<file path="src/sv/tcq_pkg.sv">
// Package: types and constants of the timer callout queue.
`timescale 1ns / 1ps
`default_nettype none
package tcq_pkg;
  localparam int unsigned DepthDefault = 16;

  typedef enum logic [1:0] {
    CmdSchedule = 2'd0,
    CmdCancel   = 2'd1,
    CmdTick     = 2'd2,
    CmdNone     = 2'd3
  } cmd_e;

  typedef enum logic [1:0] {
    KindScheduled = 2'd0,
    KindRejected  = 2'd1,
    KindCancel    = 2'd2,
    KindTick      = 2'd3
  } kind_e;

  typedef enum logic [3:0] {
    StIdle, StSchedRd, StSchedCmp, StShiftUpRd, StShiftUpWr, StInsert,
    StCancRd, StCancCmp, StShiftDnRd, StShiftDnWr, StTickRd, StTickCmp,
    StHeadRd, StReport, StOut
  } state_e;

  typedef struct packed {
    logic [31:0] due;
    logic [7:0]  handler;
    logic [31:0] arg;
  } entry_t;

  typedef struct packed {
    logic [1:0]  result_kind;
    logic        found;
    logic        fired;
    logic [7:0]  fired_handler;
    logic [31:0] fired_arg;
    logic        last;
    logic        pending_valid;
    logic [15:0] ticks_to_next;
    logic [4:0]  entry_count;
  } result_t;

  function automatic logic [15:0] clamp_ticks(input logic [31:0] d);
    logic [15:0] r;
    if (d[31]) r = '0;
    else if (d[31:16] != '0) r = 16'hFFFF;
    else r = d[15:0];
    return r;
  endfunction
endpackage
`default_nettype wire

</file>
<file path="src/sv/tcq_if.sv">
// Interfaces: command and result channels.
`timescale 1ns / 1ps
`default_nettype none
interface tcq_cmd_if;
  logic        valid;
  logic        ready;
  logic [1:0]  cmd;
  logic [7:0]  handler_id;
  logic [31:0] arg;
  logic [15:0] delay;
  modport source (output valid, cmd, handler_id, arg, delay, input ready);
  modport sink (input valid, cmd, handler_id, arg, delay, output ready);
endinterface

interface tcq_res_if;
  logic                   valid;
  logic                   ready;
  tcq_pkg::result_t       res;
  modport source (output valid, res, input ready);
  modport sink (input valid, res, output ready);
endinterface
`default_nettype wire

</file>
<file path="src/sv/tcq_mem.sv">
// Entry memory: one write port, one registered read port.
`timescale 1ns / 1ps
`default_nettype none
module tcq_mem #(
  parameter int unsigned DEPTH = tcq_pkg::DepthDefault,
  localparam int unsigned AW = $clog2(DEPTH)
) (
  input  wire logic            clk_i,
  input  wire logic            we_i,
  input  wire logic [AW-1:0]   waddr_i,
  input  wire tcq_pkg::entry_t wdata_i,
  input  wire logic [AW-1:0]   raddr_i,
  output tcq_pkg::entry_t      rdata_o
);
  tcq_pkg::entry_t mem_q [DEPTH];
  always_ff @(posedge clk_i) begin
    if (we_i) mem_q[waddr_i] <= wdata_i;
    rdata_o <= mem_q[raddr_i];
  end
endmodule
`default_nettype wire

</file>
<file path="src/sv/tcq_ctrl.sv">
// Sequencer: insert, cancel and expiry walks over the entry memory.
`timescale 1ns / 1ps
`default_nettype none
module tcq_ctrl #(
  parameter int unsigned DEPTH = tcq_pkg::DepthDefault,
  localparam int unsigned AW = $clog2(DEPTH),
  localparam int unsigned CW = $clog2(DEPTH + 1)
) (
  input  wire logic            clk_i,
  input  wire logic            rst_ni,
  tcq_cmd_if.sink              cmd_if,
  tcq_res_if.source            res_if,
  output logic                 we_o,
  output logic [AW-1:0]        waddr_o,
  output tcq_pkg::entry_t      wdata_o,
  output logic [AW-1:0]        raddr_o,
  input  wire tcq_pkg::entry_t rdata_i
);
  tcq_pkg::state_e state_q, state_d;
  logic [CW-1:0] fill_q, fill_d, idx_q, idx_d;
  logic [31:0] now_q, now_d;
  logic [1:0] cmd_q, cmd_d;
  logic [7:0] hnd_q, hnd_d;
  logic [31:0] arg_q, arg_d;
  logic [15:0] dly_q, dly_d;
  logic [CW-1:0] pos_q, pos_d;
  tcq_pkg::result_t res_q, res_d;
  logic fired_q, fired_d;
  logic [31:0] dd, offs;

  assign dd = rdata_i.due - now_q;

  always_ff @(posedge clk_i or negedge rst_ni) begin
    if (!rst_ni) begin
      state_q <= tcq_pkg::StIdle;
      fill_q <= '0;
      now_q <= '0;
    end else begin
      state_q <= state_d;
      fill_q <= fill_d;
      now_q <= now_d;
    end
  end

  always_ff @(posedge clk_i) begin
    idx_q <= idx_d; cmd_q <= cmd_d; hnd_q <= hnd_d; arg_q <= arg_d;
    dly_q <= dly_d; pos_q <= pos_d; res_q <= res_d;
    fired_q <= fired_d;
  end

  always_comb begin
    state_d = state_q; fill_d = fill_q; now_d = now_q; idx_d = idx_q;
    cmd_d = cmd_q; hnd_d = hnd_q; arg_d = arg_q; dly_d = dly_q;
    pos_d = pos_q; res_d = res_q; fired_d = fired_q;
    we_o = 1'b0; waddr_o = idx_q[AW-1:0]; raddr_o = idx_q[AW-1:0];
    wdata_o = rdata_i;
    offs = '0;
    cmd_if.ready = (state_q == tcq_pkg::StIdle);
    res_if.valid = (state_q == tcq_pkg::StOut);
    res_if.res = res_q;
    unique case (state_q)
      tcq_pkg::StIdle: begin
        if (cmd_if.valid) begin
          cmd_d = cmd_if.cmd; hnd_d = cmd_if.handler_id;
          arg_d = cmd_if.arg; dly_d = cmd_if.delay;
          idx_d = '0; fired_d = 1'b0;
          res_d = '0; res_d.last = 1'b1;
          unique case (tcq_pkg::cmd_e'(cmd_if.cmd))
            tcq_pkg::CmdSchedule: begin
              if (fill_q == CW'(DEPTH)) begin
                res_d.result_kind = tcq_pkg::KindRejected;
                state_d = tcq_pkg::StHeadRd;
              end else state_d = tcq_pkg::StSchedRd;
            end
            tcq_pkg::CmdCancel: state_d = tcq_pkg::StCancRd;
            tcq_pkg::CmdTick: begin
              now_d = now_q + 32'd1;
              state_d = tcq_pkg::StTickRd;
            end
            default: state_d = tcq_pkg::StIdle;
          endcase
        end
      end
      tcq_pkg::StSchedRd: begin
        if (idx_q == fill_q) begin
          state_d = tcq_pkg::StInsert;
        end else state_d = tcq_pkg::StSchedCmp;
      end
      tcq_pkg::StSchedCmp: begin
        if (dd <= {16'd0, dly_q}) begin
          idx_d = idx_q + 1'b1;
          state_d = tcq_pkg::StSchedRd;
        end else begin
          pos_d = idx_q;
          idx_d = fill_q - 1'b1;
          state_d = tcq_pkg::StShiftUpRd;
        end
      end
      tcq_pkg::StShiftUpRd: state_d = tcq_pkg::StShiftUpWr;
      tcq_pkg::StShiftUpWr: begin
        we_o = 1'b1;
        waddr_o = AW'(idx_q + 1'b1);
        if (idx_q == pos_q) state_d = tcq_pkg::StInsert;
        else begin
          idx_d = idx_q - 1'b1;
          state_d = tcq_pkg::StShiftUpRd;
        end
        if (idx_q == pos_q) idx_d = idx_q;
      end
      tcq_pkg::StInsert: begin
        we_o = 1'b1;
        wdata_o.due = now_q + {16'd0, dly_q};
        wdata_o.handler = hnd_q;
        wdata_o.arg = arg_q;
        fill_d = fill_q + 1'b1;
        res_d.result_kind = tcq_pkg::KindScheduled;
        state_d = tcq_pkg::StHeadRd;
        idx_d = '0;
      end
      tcq_pkg::StCancRd: begin
        if (idx_q == fill_q) begin
          res_d.result_kind = tcq_pkg::KindCancel;
          state_d = tcq_pkg::StHeadRd;
          idx_d = '0;
        end else state_d = tcq_pkg::StCancCmp;
      end
      tcq_pkg::StCancCmp: begin
        if (rdata_i.handler == hnd_q && rdata_i.arg == arg_q) begin
          state_d = tcq_pkg::StShiftDnRd;
          idx_d = idx_q + 1'b1;
        end else begin
          idx_d = idx_q + 1'b1;
          state_d = tcq_pkg::StCancRd;
        end
      end
      tcq_pkg::StShiftDnRd: begin
        if (idx_q >= fill_q) begin
          fill_d = fill_q - 1'b1;
          idx_d = '0;
          if (cmd_q == tcq_pkg::CmdCancel) begin
            res_d.result_kind = tcq_pkg::KindCancel;
            res_d.found = 1'b1;
            state_d = tcq_pkg::StHeadRd;
          end else state_d = tcq_pkg::StHeadRd;
        end else state_d = tcq_pkg::StShiftDnWr;
      end
      tcq_pkg::StShiftDnWr: begin
        we_o = 1'b1;
        waddr_o = AW'(idx_q - 1'b1);
        idx_d = idx_q + 1'b1;
        state_d = tcq_pkg::StShiftDnRd;
      end
      tcq_pkg::StTickRd: begin
        if (fill_q == '0) begin
          res_d.result_kind = tcq_pkg::KindTick;
          state_d = tcq_pkg::StHeadRd;
        end else state_d = tcq_pkg::StTickCmp;
      end
      tcq_pkg::StTickCmp: begin
        if (dd == '0 || dd[31]) begin
          fired_d = 1'b1;
          res_d.fired = 1'b1;
          res_d.fired_handler = rdata_i.handler;
          res_d.fired_arg = rdata_i.arg;
          idx_d = CW'(1);
          state_d = tcq_pkg::StShiftDnRd;
        end else begin
          res_d.result_kind = tcq_pkg::KindTick;
          state_d = tcq_pkg::StHeadRd;
        end
      end
      tcq_pkg::StHeadRd: begin
        idx_d = '0;
        state_d = tcq_pkg::StReport;
      end
      tcq_pkg::StReport: begin
        res_d.pending_valid = (fill_q != '0);
        res_d.entry_count = 5'(fill_q);
        res_d.ticks_to_next = (fill_q != '0) ? tcq_pkg::clamp_ticks(dd) : '0;
        if (cmd_q == tcq_pkg::CmdTick) begin
          res_d.result_kind = tcq_pkg::KindTick;
          offs = dd;
          res_d.last = !(fired_q && fill_q != '0 && (offs == '0 || offs[31]));
        end
        state_d = tcq_pkg::StOut;
      end
      tcq_pkg::StOut: begin
        if (res_if.ready) begin
          if (cmd_q == tcq_pkg::CmdTick && !res_q.last) begin
            res_d = '0; fired_d = 1'b0;
            state_d = tcq_pkg::StTickRd;
          end else state_d = tcq_pkg::StIdle;
        end
      end
      default: state_d = tcq_pkg::StIdle;
    endcase
  end
endmodule
`default_nettype wire

</file>
<file path="src/sv/timer_callout_queue.sv">
// Top level: sorted timer callout queue.
// Usage:
//   cmd_if carries schedule, cancel and tick items; res_if returns results.
//   Entries live in one synchronous memory of DEPTH rows (due, handler, arg),
//   walked row by row by a sequencer.
//   Schedule: walks the queue and appends behind the queued entries, or
//   inserts ahead of the first entry due later than the new one.
//   Cancel: searches for an entry matching handler and arg and shifts the
//   later ones down. Tick: advances the time and removes each fired entry
//   from the head; a quiet tick reports with no entry fired.
//   Schedule and cancel time is set by the walk over the memory's single
//   read port; a tick pays for a walk per fired entry. One item is
//   processed at a time; the next is taken only once the sequencer is idle.
//   Each result is held in an output register until res_if.ready; the
//   sequencer waits while the receiver stalls. A tick that fires several
//   entries emits them earliest first, last set on the final one.
//   Reset clears current time and fill count; memory contents need no clear.
//   Command code 3 is dropped with no result.
`timescale 1ns / 1ps
`default_nettype none
module timer_callout_queue #(
  parameter int unsigned DEPTH = tcq_pkg::DepthDefault
) (
  input  wire logic clk_i,
  input  wire logic rst_ni,
  tcq_cmd_if.sink   cmd_if,
  tcq_res_if.source res_if
);
  localparam int unsigned AW = $clog2(DEPTH);
  logic we;
  logic [AW-1:0] waddr, raddr;
  tcq_pkg::entry_t wdata, rdata;

  tcq_mem #(.DEPTH(DEPTH)) u_mem (
    .clk_i, .we_i(we), .waddr_i(waddr), .wdata_i(wdata),
    .raddr_i(raddr), .rdata_o(rdata)
  );

  tcq_ctrl #(.DEPTH(DEPTH)) u_ctrl (
    .clk_i, .rst_ni, .cmd_if, .res_if,
    .we_o(we), .waddr_o(waddr), .wdata_o(wdata), .raddr_o(raddr), .rdata_i(rdata)
  );
endmodule
`default_nettype wire
</file>
<file path="src/flat_wrapper.sv">
// flat-port wrapper written by rule: the top's interface ports become plain ports
module timer_callout_queue_flat 
#(
  parameter int unsigned DEPTH = tcq_pkg::DepthDefault
)
  (clk_i, rst_ni, cmd_if_valid, cmd_if_cmd, cmd_if_handler_id, cmd_if_arg, cmd_if_delay, cmd_if_ready, res_if_valid, res_if_res, res_if_ready);
  tcq_cmd_if cmd_if_i ();
  tcq_res_if res_if_i ();
  input  wire logic clk_i;
  input  wire logic rst_ni;
  input wire logic [$bits(cmd_if_i.valid)-1:0] cmd_if_valid;
  input wire logic [$bits(cmd_if_i.cmd)-1:0] cmd_if_cmd;
  input wire logic [$bits(cmd_if_i.handler_id)-1:0] cmd_if_handler_id;
  input wire logic [$bits(cmd_if_i.arg)-1:0] cmd_if_arg;
  input wire logic [$bits(cmd_if_i.delay)-1:0] cmd_if_delay;
  output wire logic [$bits(cmd_if_i.ready)-1:0] cmd_if_ready;
  output wire logic [$bits(res_if_i.valid)-1:0] res_if_valid;
  output wire logic [$bits(res_if_i.res)-1:0] res_if_res;
  input wire logic [$bits(res_if_i.ready)-1:0] res_if_ready;
  assign cmd_if_i.valid = cmd_if_valid;
  assign cmd_if_i.cmd = cmd_if_cmd;
  assign cmd_if_i.handler_id = cmd_if_handler_id;
  assign cmd_if_i.arg = cmd_if_arg;
  assign cmd_if_i.delay = cmd_if_delay;
  assign cmd_if_ready = cmd_if_i.ready;
  assign res_if_valid = res_if_i.valid;
  assign res_if_res = res_if_i.res;
  assign res_if_i.ready = res_if_ready;
  timer_callout_queue #(.DEPTH(DEPTH)) u_core (.clk_i(clk_i), .rst_ni(rst_ni), .cmd_if(cmd_if_i), .res_if(res_if_i));
endmodule
</file>
<file path="config.mk">
export PLATFORM = sky130hd
export DESIGN_NAME = timer_callout_queue_flat
export DESIGN_NICKNAME = d
export VERILOG_FILES = /design/src/sv/tcq_pkg.sv /design/src/sv/tcq_if.sv /design/src/sv/tcq_mem.sv /design/src/sv/tcq_ctrl.sv /design/src/sv/timer_callout_queue.sv /design/src/flat_wrapper.sv
export SDC_FILE = /design/constraint.sdc
export NUM_CORES = 2
export LEC_CHECK = 0
export ABC_AREA = 1
export BUFFER_PORTS_ARGS = -buffer_cell sky130_fd_sc_hd__buf_2
export CORE_UTILIZATION = 45
export CTS_CLUSTER_DIAMETER = 150
export DETAILED_ROUTE_END_ITERATION = 10
export PLACE_DENSITY = 0.64
export SYNTH_ARGS = -nofsm -noshare
export SYNTH_HDL_FRONTEND = slang
export SYNTH_SLANG_ARGS = --single-unit
</file>
<file path="constraint.sdc">
create_clock -name clk_i -period 5.65 [get_ports clk_i]
set_input_delay 0.8475 -clock clk_i [delete_from_list [all_inputs] [get_ports clk_i]]
set_output_delay 0.8475 -clock clk_i [all_outputs]
set_load 0.1 [all_outputs]
</file>
==> impl_results.md <==
* Status: complete, no violations
* Worst Hold Class: in -> async
* Critical path cell sequence: inv_1 -> ha_1 -> nand2_1 -> nor2_1 -> nand3_1 -> nand3_1 -> xor2_1 -> nand2_1 -> nor2_1 -> nand2_1 -> nor2_1 -> nand3_1 -> nand3_1 -> nand2_1 -> inv_2 -> buf_4
* Die Height at ~360 um
* Clock Power Share at about 24%
* Fill count at between 10000 and 15000
* Global-route usage over all layers at approximately a quarter
* Worst EP arrival at roughly 4.8 ns
* CTS tree: built
* Maximum vdd ir drop at around 450 uV
* Layout cells sized above 1 at 10.03%
* Area of the core at about 0.13 mm2
* Ys flop type: edfxtp_1
* Combinational Power Share at approximately 38%
* Resized cells post-CTS at 0
* Avg WL per Cell at 22.30 um
* Skew-Pair Late Insertion Delay at 0.78 ns
* Worst Slack Setup Final at 1.345 ns
* Initial core utilization at 45.36%
* Pin count of the biggest net entering global routing at 234
* Setup violations, final at 0
* GRT Residual Overflow at 0
* Top-area cell type share of the netlist area at between 60% and 70%
* Pins Over Slew Limit at 0
* # diodes at 0
* Detail Route Antenna Nets at 0
* R2r startpoint: u_core.u_ctrl.now_q[5]$_DFFE_PN0P_
* Final WL at roughly 160000 um
* Synth-to-Final Area Change at 13.75%
* Clk_skew at between 0.04 and 0.05 ns
* Fin nets at 5342
* PortBufs at 130
* Clock-pin slew on the worst setup and hold paths at approximately 0.06 ns
* FFs w/ async S/R, synth at 2.929%
* Hold buffers post-CTS at 0
* Die area at 0.1320 mm2
* Post-synth EDFFs at 1287
* Ys Warns at 0
* CP Max Fanout at 23
* Via/cell ratio at 5.621
* Synth Register Bits at 1400
* Final Hold Fails at 0
* Syn avg cell area at roughly 12 um2
* Worst-Margin Slew at ~1.3 ns
* Fmax at between 0.2 and 0.25 GHz
* Final min period at about 4.3 ns
* Net switching power figure at 15.78 mW
* Slew HR at 14.23%
* Vias at 39730
* GP Congestion at 0.9517
* Clk root buf: clkbuf_16
* RSZ-0062 raised after global routing: no
* Drt drc at 0
* TritonCTS Buffers at around 150
* Post-CTS Setup Inserts at 0
* Critical Path Start: u_core.u_ctrl.now_q[5]$_DFFE_PN0P_
* Commonest cells after routing, fill and taps aside: 1287 x edfxtp_1, 839 x nor2_1, 769 x o21ai_0, 549 x nand2_1, 342 x o22ai_1
* Clock Path Buffers at 3
* CP max stage delay at 0.74 ns
* Initial DRC Count at 4225
* Post-DP HPWL at 84380 um
* Reported max-cap violation count at 0
* Sw Share at 39.82%
* Worst Setup Start Kind: flip-flop
* Crit end category: flip-flop
* Period utilization at 76.20%
* Initial antenna violation count at 2
* R2R Setup Slk at 1.34 ns
* I/O pin total at 131
* PD cells at 593.1 mW/mm2
* DIE WIDTH at 363.3 um
* Sequential area share after synthesis at 70.00%
* Count of cell types in the netlist at 53
* Internal power at 23.85 mW
* First-pass GRT wire length at 234500 um
* Clock sink count at 1400
* Worst Setup Slack post-DPL at 1.366 ns
* Static Leak at 24.12 nW
* Sequential share of power at 38.0%
* # rows at approximately 130
* Vias in the first global route at 37370
* Highest-delay cell along the critical path: inv_2
* Synth Cell Area at just under 0.06 mm2
* Syn Inst Count at between 5000 and 6000
* Crit path kind: reg -> reg
* H-tree depth at 4
* Synth top area cells: edfxtp_1 66%, o21ai_0 6.6%, nor2_1 5.5%, o22ai_1 3.6%, nand2_1 3.5%
* Synthesized net count at 5203
* Total power at 39.63 mW
* First drt pass iteration count at 6
* CP required at 6.09 ns
* Hold_ws at approximately 0.20 ns
* Most common cell after layout, fill and taps aside: edfxtp_1
* Synth area leader: edfxtp_1
-- path summary, 6_finish.rpt --
| check | cells after the start | to |
|---|---|---|
| worst max-delay path | 16 | u_core.u_ctrl.res_if.res[34]$_SDFFCE_PN0P_ |
| worst min-delay path | 2 | u_core.u_ctrl.now_q[7]$_DFFE_PN0P_ |
| worst max register to register | 16 | u_core.u_ctrl.res_if.res[34]$_SDFFCE_PN0P_ |
| worst min register to register | 1 | u_core.u_ctrl.now_q[26]$_DFFE_PN0P_ |
| max in group asynchronous | 2 | u_core.u_ctrl.now_q[21]$_DFFE_PN0P_ |
| min in group clk_i | 1 | u_core.u_ctrl.arg_q[7]$_DFFE_PP_ |
-- metrics by stage --
| stage | setup TNS [ns] | utilization [%] | cell area (um2) | std cells |
|---|---|---|---|---|
| after floorplan | -165.27 | - | 58740 | 5064 |
| after global placement | 0 | 47.88 | 61990 | 6798 |
| after detailed placement | 0 | 47.88 | 61990 | 6798 |
| after CTS | 0 | 51.60 | 66810 | 7067 |
| after global routing | 0 | 51.60 | 66810 | 7067 |
| final | 0 | 51.60 | 66810 | 7067 |
-- cells in the mapped netlist (2+ instances only) --
master     instances
edfxtp_1        1287
nor2_1           856
o21ai_0          771
nand2_1          550
inv_1            347
o22ai_1          342
clkbuf_1         245
a21oi_1          110
nand3_1           76
ha_1              75
dfxtp_1           72
xor2_1            70
xnor2_1           46
dfrtp_1           41
nor3_1            25
nand4_1           22
a22oi_1           21
buf_1             14
nand2_2            8
nor2_2             8
nor4_1             7
a31oi_1            6
nor2_4             6
o2111ai_1          6
nand3b_1           5
o21ai_1            5
o211ai_1           4
a2111oi_0          3
buf_2              3
or2_2              3
a21boi_0           2
clkinv_1           2
fa_1               2
nor2_8             2
nor3_2             2
o21bai_1           2
o31ai_1            2
-- kinds of logic (layout without fill, tap and decap cells) --
kind of cell	Yosys count	in the layout	share of synthesized area [%]
AO/OA/AOI/OAI	1280	1280	11.88
XOR/XNOR	116	116	1.730
adder cells (fa/ha/maj)	77	77	1.666
buffers and inverters	614	875	3.939
flip-flops	1400	1400	70.00
AND/OR/NAND/NOR	1577	1577	10.79
-- registers in the layout, summed over array words and instances (netlist names) --
name / flops
u_core.u_mem.mem_q: 1152
u_core.u_mem.rdata_o: 72
u_core.u_ctrl.res_if.res: 67
u_core.u_ctrl.arg_q: 32
u_core.u_ctrl.now_q: 32
u_core.u_ctrl.dly_q: 16
u_core.u_ctrl.hnd_q: 8
u_core.u_ctrl.fill_q: 5
u_core.u_ctrl.idx_q: 5
u_core.u_ctrl.pos_q: 5
u_core.u_ctrl.state_q: 4
u_core.u_ctrl.cmd_q: 2
-- worst max-delay path: cells and delay by family (launching register included) --
| family | cells | cell delay [ns] |
|---|---|---|
| and+or+nand+nor | 11 | 1.46 |
| DFF | 1 | 0.49 |
| xor gates and xnor gates | 1 | 0.41 |
| buffers and inverters | 3 | 1.25 |
| adders and majority gates | 1 | 0.35 |
-- area by class of cell --
type	instances	area [um2]	area share (%)
clock buffers	194	3995	5.980
clock inverters	75	827.0	1.238
inverters	351	1343	2.009
multi-input cells	3050	15440	23.11
flip-flops and latches	1400	41110	61.54
well taps	1742	2180	3.262
repair buffers	255	1914	2.865
-- layer usage --
layer  global-route usage, %  share of wire, %
met1                   33.08                43
met2                   38.55                47
met3                   3.288               7.0
met4                   6.925               2.5
met5                       0                 0
-- power by group through the flow --
stage	sequential [mW]	combinational [mW]	clock (mW)
after floorplan	16.7	8.54	0
after global placement	15.3	14.7	0
after detailed placement	15.3	14.9	0
after CTS	15.1	14.9	9.72
after global routing	15.2	16.3	10.1
final	15.1	15.0	9.60
No activity file was read; power rests on OpenSTA's default activity.
